$ cat src/hw/rtl/fir_pkg.sv
// ----------------------------------------------------------------------------
// fir_pkg: shared types and constants for the FIR filter
// Item structs, opcodes, cell control and default tap count.
// ----------------------------------------------------------------------------
`default_nettype none

package fir_pkg;

	localparam int TAPS_DEF = 16;
	localparam int SMP_W    = 16;

	typedef enum logic {
		OP_PUSH = 1'b0,
		OP_LOAD = 1'b1
	} opcode_t;

	typedef struct packed {
		logic               opcode;
		logic signed [15:0] sample_in;
		logic [3:0]         coef_index;
		logic signed [15:0] coef_value;
	} in_item_t;

	typedef struct packed {
		logic signed [15:0] sample_out;
		logic               clipped;
	} out_item_t;

	typedef struct packed {
		logic shift;
		logic rotate;
	} cell_ctl_t;

endpackage

`default_nettype wire

$ cat src/hw/rtl/fir_cell.sv
// ----------------------------------------------------------------------------
// fir_cell: one tap of the delay chain
// Holds one sample and one coefficient; shifts samples in on a push and
// rotates sample and coefficient toward the head during accumulation.
// ----------------------------------------------------------------------------
`default_nettype none

module fir_cell (
	input  wire logic                clk,
	input  wire logic                arst_n,
	input  wire fir_pkg::cell_ctl_t  ctl,
	input  wire logic                coef_we,
	input  wire logic signed [15:0]  coef_wdata,
	input  wire logic signed [15:0]  left_smp,
	input  wire logic signed [15:0]  right_smp,
	input  wire logic signed [15:0]  right_coef,
	output logic signed [15:0]       smp,
	output logic signed [15:0]       coef
);

	logic signed [15:0] smp_q;
	logic signed [15:0] coef_q;

	always_ff @(posedge clk or negedge arst_n) begin
		if (!arst_n) begin
			smp_q  <= '0;
			coef_q <= '0;
		end else begin
			if (ctl.shift) begin
				smp_q <= left_smp;
			end else if (ctl.rotate) begin
				smp_q <= right_smp;
			end
			if (ctl.rotate) begin
				coef_q <= right_coef;
			end else if (coef_we) begin
				coef_q <= coef_wdata;
			end
		end
	end

	assign smp  = smp_q;
	assign coef = coef_q;

endmodule

`default_nettype wire

$ cat src/hw/rtl/fir_mac.sv
// ----------------------------------------------------------------------------
// fir_mac: shared multiply-accumulate with rounding and saturation
// Registers each product, accumulates exactly, then rounds half up at bit 15
// and clamps to signed 16 bits.
// ----------------------------------------------------------------------------
`default_nettype none

module fir_mac #(
	parameter int TAPS = fir_pkg::TAPS_DEF
) (
	input  wire logic               clk,
	input  wire logic               arst_n,
	input  wire logic               clear,
	input  wire logic               en,
	input  wire logic signed [15:0] smp,
	input  wire logic signed [15:0] coef,
	output fir_pkg::out_item_t      result
);

	localparam int ACC_W = 2 * fir_pkg::SMP_W + $clog2(TAPS) + 1;

	localparam logic signed [ACC_W:0] RND  = (ACC_W + 1)'(16384);
	localparam logic signed [ACC_W:0] MAXV = (ACC_W + 1)'(32767);
	localparam logic signed [ACC_W:0] MINV = -(ACC_W + 1)'(32768);

	logic signed [31:0]      prod_s1;
	logic                    vld_s1;
	logic signed [ACC_W-1:0] acc_q;
	logic signed [ACC_W:0]   acc_x;
	logic signed [ACC_W:0]   shifted;

	always_ff @(posedge clk) begin
		prod_s1 <= smp * coef;
	end

	always_ff @(posedge clk or negedge arst_n) begin
		if (!arst_n) begin
			vld_s1 <= 1'b0;
			acc_q  <= '0;
		end else begin
			vld_s1 <= en;
			if (clear) begin
				acc_q <= '0;
			end else if (vld_s1) begin
				acc_q <= acc_q + ACC_W'(prod_s1);
			end
		end
	end

	always_comb begin
		acc_x   = (ACC_W + 1)'(acc_q);
		shifted = (acc_x + RND) >>> 15;
		if (shifted > MAXV) begin
			result.sample_out = 16'sh7fff;
			result.clipped    = 1'b1;
		end else if (shifted < MINV) begin
			result.sample_out = 16'sh8000;
			result.clipped    = 1'b1;
		end else begin
			result.sample_out = shifted[15:0];
			result.clipped    = 1'b0;
		end
	end

endmodule

`default_nettype wire

$ cat src/hw/rtl/fir_filter.sv
// ----------------------------------------------------------------------------
// fir_filter: direct-form FIR filter, chain of tap cells and one shared MAC
// Loads Q1.15 coefficients and filters signed 16-bit samples.
// ----------------------------------------------------------------------------
//  channel | handshake           | payload                 | direction
//  --------+---------------------+-------------------------+----------
//  in      | in_valid/in_ready   | fir_pkg::in_item_t      | into block
//  out     | out_valid/out_ready | fir_pkg::out_item_t     | out of block
//
//  A coefficient load gives no result and leaves the block idle.
//  A sample push rotates every tap past the single multiplier, then passes a
//  drain state and a final state that rounds and registers the result.
//  Input is ready only in idle, so no new item is taken while a push runs.
//  A waiting result does not block loads; a push holds in its final state until
//  the output register is free. Reset clears all samples and coefficients.
// ----------------------------------------------------------------------------
`default_nettype none

module fir_filter #(
	parameter int TAPS = fir_pkg::TAPS_DEF
) (
	input  wire logic               clk,
	input  wire logic               arst_n,
	input  wire logic               in_valid,
	output logic                    in_ready,
	input  wire fir_pkg::in_item_t  in_item,
	output logic                    out_valid,
	input  wire logic               out_ready,
	output fir_pkg::out_item_t      out_item
);

	localparam int CNT_W = $clog2(TAPS + 1);

	typedef enum logic [3:0] {
		S_IDLE  = 4'b0001,
		S_RUN   = 4'b0010,
		S_DRAIN = 4'b0100,
		S_FIN   = 4'b1000
	} state_t;

	state_t             state_q;
	logic [CNT_W-1:0]   count_q;
	logic               in_acc;
	logic               push;
	logic               load;
	logic               fin_load;
	fir_pkg::cell_ctl_t ctl;
	fir_pkg::out_item_t result;
	fir_pkg::out_item_t out_q;
	logic               out_valid_q;

	logic signed [15:0] smp  [TAPS];
	logic signed [15:0] coef [TAPS];
	logic [TAPS-1:0]    coef_we;

	assign in_ready = (state_q == S_IDLE);
	assign in_acc   = in_valid && in_ready;
	assign push     = in_acc && (in_item.opcode == fir_pkg::OP_PUSH);
	assign load     = in_acc && (in_item.opcode == fir_pkg::OP_LOAD);
	assign fin_load = (state_q == S_FIN) && (!out_valid_q || out_ready);

	assign ctl.shift  = push;
	assign ctl.rotate = (state_q == S_RUN);

	for (genvar k = 0; k < TAPS; k++) begin : g_cell
		logic signed [15:0] left_smp;
		if (k == 0) begin : g_head
			assign left_smp = in_item.sample_in;
		end else begin : g_body
			assign left_smp = smp[k-1];
		end
		assign coef_we[k] = load && (32'(in_item.coef_index) == k);

		fir_cell u_cell (
			.clk        (clk),
			.arst_n     (arst_n),
			.ctl        (ctl),
			.coef_we    (coef_we[k]),
			.coef_wdata (in_item.coef_value),
			.left_smp   (left_smp),
			.right_smp  (smp[(k + 1) % TAPS]),
			.right_coef (coef[(k + 1) % TAPS]),
			.smp        (smp[k]),
			.coef       (coef[k])
		);
	end

	fir_mac #(
		.TAPS (TAPS)
	) u_mac (
		.clk    (clk),
		.arst_n (arst_n),
		.clear  (push),
		.en     (state_q == S_RUN),
		.smp    (smp[0]),
		.coef   (coef[0]),
		.result (result)
	);

	always_ff @(posedge clk or negedge arst_n) begin
		if (!arst_n) begin
			state_q <= S_IDLE;
			count_q <= '0;
		end else begin
			case (state_q)
				S_IDLE: begin
					if (push) begin
						state_q <= S_RUN;
						count_q <= '0;
					end
				end
				S_RUN: begin
					count_q <= count_q + 1'b1;
					if (count_q == CNT_W'(TAPS - 1)) begin
						state_q <= S_DRAIN;
					end
				end
				S_DRAIN: begin
					state_q <= S_FIN;
				end
				S_FIN: begin
					if (fin_load) begin
						state_q <= S_IDLE;
					end
				end
				default: begin
					state_q <= S_IDLE;
				end
			endcase
		end
	end

	always_ff @(posedge clk or negedge arst_n) begin
		if (!arst_n) begin
			out_valid_q <= 1'b0;
		end else if (fin_load) begin
			out_valid_q <= 1'b1;
		end else if (out_ready) begin
			out_valid_q <= 1'b0;
		end
	end

	always_ff @(posedge clk) begin
		if (fin_load) begin
			out_q <= result;
		end
	end

	assign out_valid = out_valid_q;
	assign out_item  = out_q;

`ifndef SYNTHESIS
	a_push_starts_run: assert property (@(posedge clk) disable iff (!arst_n)
		push |=> (state_q == S_RUN) && (count_q == '0))
		else $error("push did not start accumulation");

	a_run_ends: assert property (@(posedge clk) disable iff (!arst_n)
		(state_q == S_RUN) && (count_q == CNT_W'(TAPS - 1)) |=> (state_q == S_DRAIN))
		else $error("accumulation did not end after last tap");

	a_load_stays_idle: assert property (@(posedge clk) disable iff (!arst_n)
		load |=> (state_q == S_IDLE))
		else $error("coefficient load left idle");

	a_result_from_fin: assert property (@(posedge clk) disable iff (!arst_n)
		$rose(out_valid) |-> $past(state_q == S_FIN))
		else $error("result appeared without finishing a push");
`endif

endmodule

`default_nettype wire
$ cat config.mk
export PLATFORM = sky130hd
export DESIGN_NAME = fir_filter
export DESIGN_NICKNAME = d
export VERILOG_FILES = /design/src/hw/rtl/fir_pkg.sv /design/src/hw/rtl/fir_cell.sv /design/src/hw/rtl/fir_mac.sv /design/src/hw/rtl/fir_filter.sv
export SDC_FILE = /design/constraint.sdc
export NUM_CORES = 2
export LEC_CHECK = 0
export ABC_AREA = 0
export BUFFER_PORTS_ARGS = -buffer_cell sky130_fd_sc_hd__clkbuf_2
export CORE_MARGIN = 2
export CORE_UTILIZATION = 33
export DETAILED_ROUTE_END_ITERATION = 8
export GPL_TIMING_DRIVEN = 0
export HOLD_SLACK_MARGIN = 0.15
export REMOVE_ABC_BUFFERS = 1
export SETUP_SLACK_MARGIN = 0.15
export SKIP_LAST_GASP = 1
export SLEW_MARGIN = 5
export SYNTH_ARGS = -nofsm -noshare
export SYNTH_HDL_FRONTEND = slang
export SYNTH_HIERARCHICAL = 1
export SYNTH_SLANG_ARGS = --single-unit
$ cat constraint.sdc
create_clock -name clk -period 10.4 [get_ports clk]
set_input_delay 1.04 -clock clk [delete_from_list [all_inputs] [get_ports clk]]
set_output_delay 1.04 -clock clk [all_outputs]
set_load 0.01 [all_outputs]
==> flow_summary.toml <==
[outcome]
status = "finished clean"

[clocking]
cts-root-buf = "clkbuf_16"
clock_latency_ns = 0.64
cts_tree = "done"
numCtsBuffers = 71
post_cts_buffers = 0
ctsHoldBuffers = 0
cts.sinks = 609
path_clk_slew_ns = 0.06
postCtsResizedCells = 0
cts_buffer_depth = 3
cts_max_level = 3

[place]
hpwl_um = 55040
gp_congestion = 0.8090
pre_cts_ws_ns = 3.397
port_buffers = 59

[die]
die-area_sq_um = 122800
start_util_pct = 33.14
die_h_um = 350.4
num_rows = 127
ios = 60
fp.dieW_um = 350.4
coreArea_sq_um = 119500

[synthesis]
synth_ff_type = "dfrtp_1"
yosysSeqAreaShare_pct = 38.30
async_flop_share_pct = 91.95
synth_cells = 3914
synth_cell_types = 86
ys_warn_count = 6
syn_area_sq_um = 39600
synth-edff-count = 17
syn_area_per_cell_sq_um = 10.12
synth-seq-cells = 609

[finish]
layout_commonest_cell = "nand2_1"
final_cell_mix = "nand2_1 (678), dfrtp_1 (558), mux2i_1 (528)"
drive_gt1_share_pct = 6.827
final_nets = 4307
area_growth_pct = 9.811
fillCellCount = 12070
num_antenna_cells = 0

[sta]
relSlewSlack_pct = 40.44
setup_violations = 0
rsz0062_at_grt = "no"
fmax_mhz = 142.0
fin_setup_tns_ns = 0
tightestPinTransition_ns = 0.8933
period_needed_ns = 7.044
hold_violations = 0
period_share_pct = 67.73
setup_slack_ns = 3.356
drv_slew = 0
finalClockSkew_ns = 0.03130

[setup_path]
cpLargestDelayFamily = "adder cells"
arrival_ns = 7.55
slowest_stage = "fa_1"
critPathKind = "reg2reg"
cp-start-kind = "flop"
slowest_delay_ns = 1.00
crit_buf_inv = 4
r2r_end = "u_mac/prod_s1[31]"
reg2reg_slack_ns = 3.36
end_kind = "flop"
worst_ep_required_time_ns = 10.90
startpoint = "g_cell[0].u_cell/coef[1]"
cp_num_cells = 20
crit_chain = "nand2_1 -> inv_1 -> fa_1 -> fa_1 -> fa_1 -> fa_1 -> fa_1 -> inv_1 -> fa_1 -> inv_1 -> ha_1 -> nand2_1 -> nor2_1 -> inv_1 -> a211oi_1 -> o211ai_1 -> a31oi_1 -> o21ai_0 -> a21oi_1 -> a31oi_1"
critical_path_peak_fanout = 18
r2r_start = "g_cell[0].u_cell/coef[1]"
cp_common_cell = "fa_1"
reg2reg_depth = 20
endpoint = "u_mac/prod_s1[31]"

[global_routing]
grt_max_degree = 179
grt_pass1_wl_um = 135900
grt-ovfl-total = 0
antenna_found_initial = 3
grt_usage_pct = 13.17
grt_pass1_vias = 26400

[detailed_routing]
vias = 26150
drt_pass1_iterations = 7
drt_iter0_drc = 1563
wl_per_cell_um = 14.37
ant_nets = 0
post-route-drc-count = 0
drt-vias-per-instance = 4.709
wirelength_um = 79780

[hold_path]
hold_class = "in2async"

[run]
maxCapViolCount = 0
-- routing by layer --
metal	global-route usage, %	vias up	wire length, um
li1	-	13030	-
met1	18.08	12720	38350
met2	21.63	295	37540
met3	1.893	99	2265
met4	3.670	4	1605
met5	0	-	23
-- stage by stage --
step                      instance area [sq um]  utilization (%)  hold WS, ns  cells
after global placement                    40210            33.65       0.4622   5377
final                                     43480            36.39       0.4274   5552
after global routing                      43480            36.39       0.4733   5552
after CTS                                 43480            36.39       0.4512   5552
after detailed placement                  41090            34.38       0.4668   5421
after floorplan                           37900                -       0.4523   3706
-- worst min path at each step --
stage / cells after the start / slack (ns) / to
after floorplan: 2 / 0.45 / g_cell[0].u_cell/coef[1]
after global placement: 2 / 0.46 / g_cell[5].u_cell/coef[3]
after detailed placement: 2 / 0.47 / g_cell[2].u_cell/coef[1]
after CTS: 1 / 0.45 / u_mac/acc_q[34]
after global routing: 1 / 0.47 / u_mac/acc_q[34]
final: 1 / 0.43 / u_mac/acc_q[36]
-- cell families after synthesis --
group / Yosys count / share of synthesized area [%]
multiplexers: 530 / 13.40
XOR/XNOR: 69 / 1.526
AO/OA/AOI/OAI: 756 / 10.57
AND/OR/NAND/NOR: 1048 / 11.86
adder cells (fa/ha/maj): 384 / 17.12
buffers and inverters: 518 / 7.223
flip-flops: 609 / 38.30
-- flip-flops by register name (all words and copies together), names as in the netlist --
signal / cells
g_cell.u_cell/smp: 256
state_q: 4
g_cell.u_cell/coef: 256
u_mac/prod_s1: 32
u_mac/vld_s1: 1
out_valid: 1
u_mac/acc_q: 37
count_q: 5
out_item: 17
-- cell type report --
type | count | area, sq um | share of cell area [%]
clock buffers | 103 | 2049 | 4.713
clock inverters | 28 | 346.6 | 0.7971
inverters | 310 | 1171 | 2.693
multi-input cells | 2787 | 21630 | 49.75
flip-flops and latches | 609 | 15170 | 34.88
well taps | 1612 | 2017 | 4.638
repair buffers | 103 | 1097 | 2.524
-- synthesized netlist by cell type (17+ instances only) --
library cell / number / area share, %
nand2b_1: 22 / 0.35
nor3_1: 18 / 0.23
o21ai_0: 89 / 1.1
nand3_1: 21 / 0.27
clkbuf_1: 71 / 0.67
fa_1: 263 / 13
o21ai_1: 469 / 5.9
a21o_1: 25 / 0.47
nor2_1: 98 / 0.93
inv_1: 310 / 2.9
buf_6: 81 / 2.3
xnor2_1: 47 / 1.0
ha_1: 121 / 3.8
dfxtp_1: 32 / 1.6
mux2i_1: 528 / 13
a21oi_1: 61 / 0.77
and2_1: 127 / 2.0
dfrtp_1: 559 / 35
xor2_1: 22 / 0.49
nand2_1: 678 / 6.4
edfxtp_1: 17 / 1.3
buf_2: 32 / 0.40
Power is left out: the tool's default activity adds up to more than one toggle a clock period on the data nets, which glitch-free logic cannot reach.
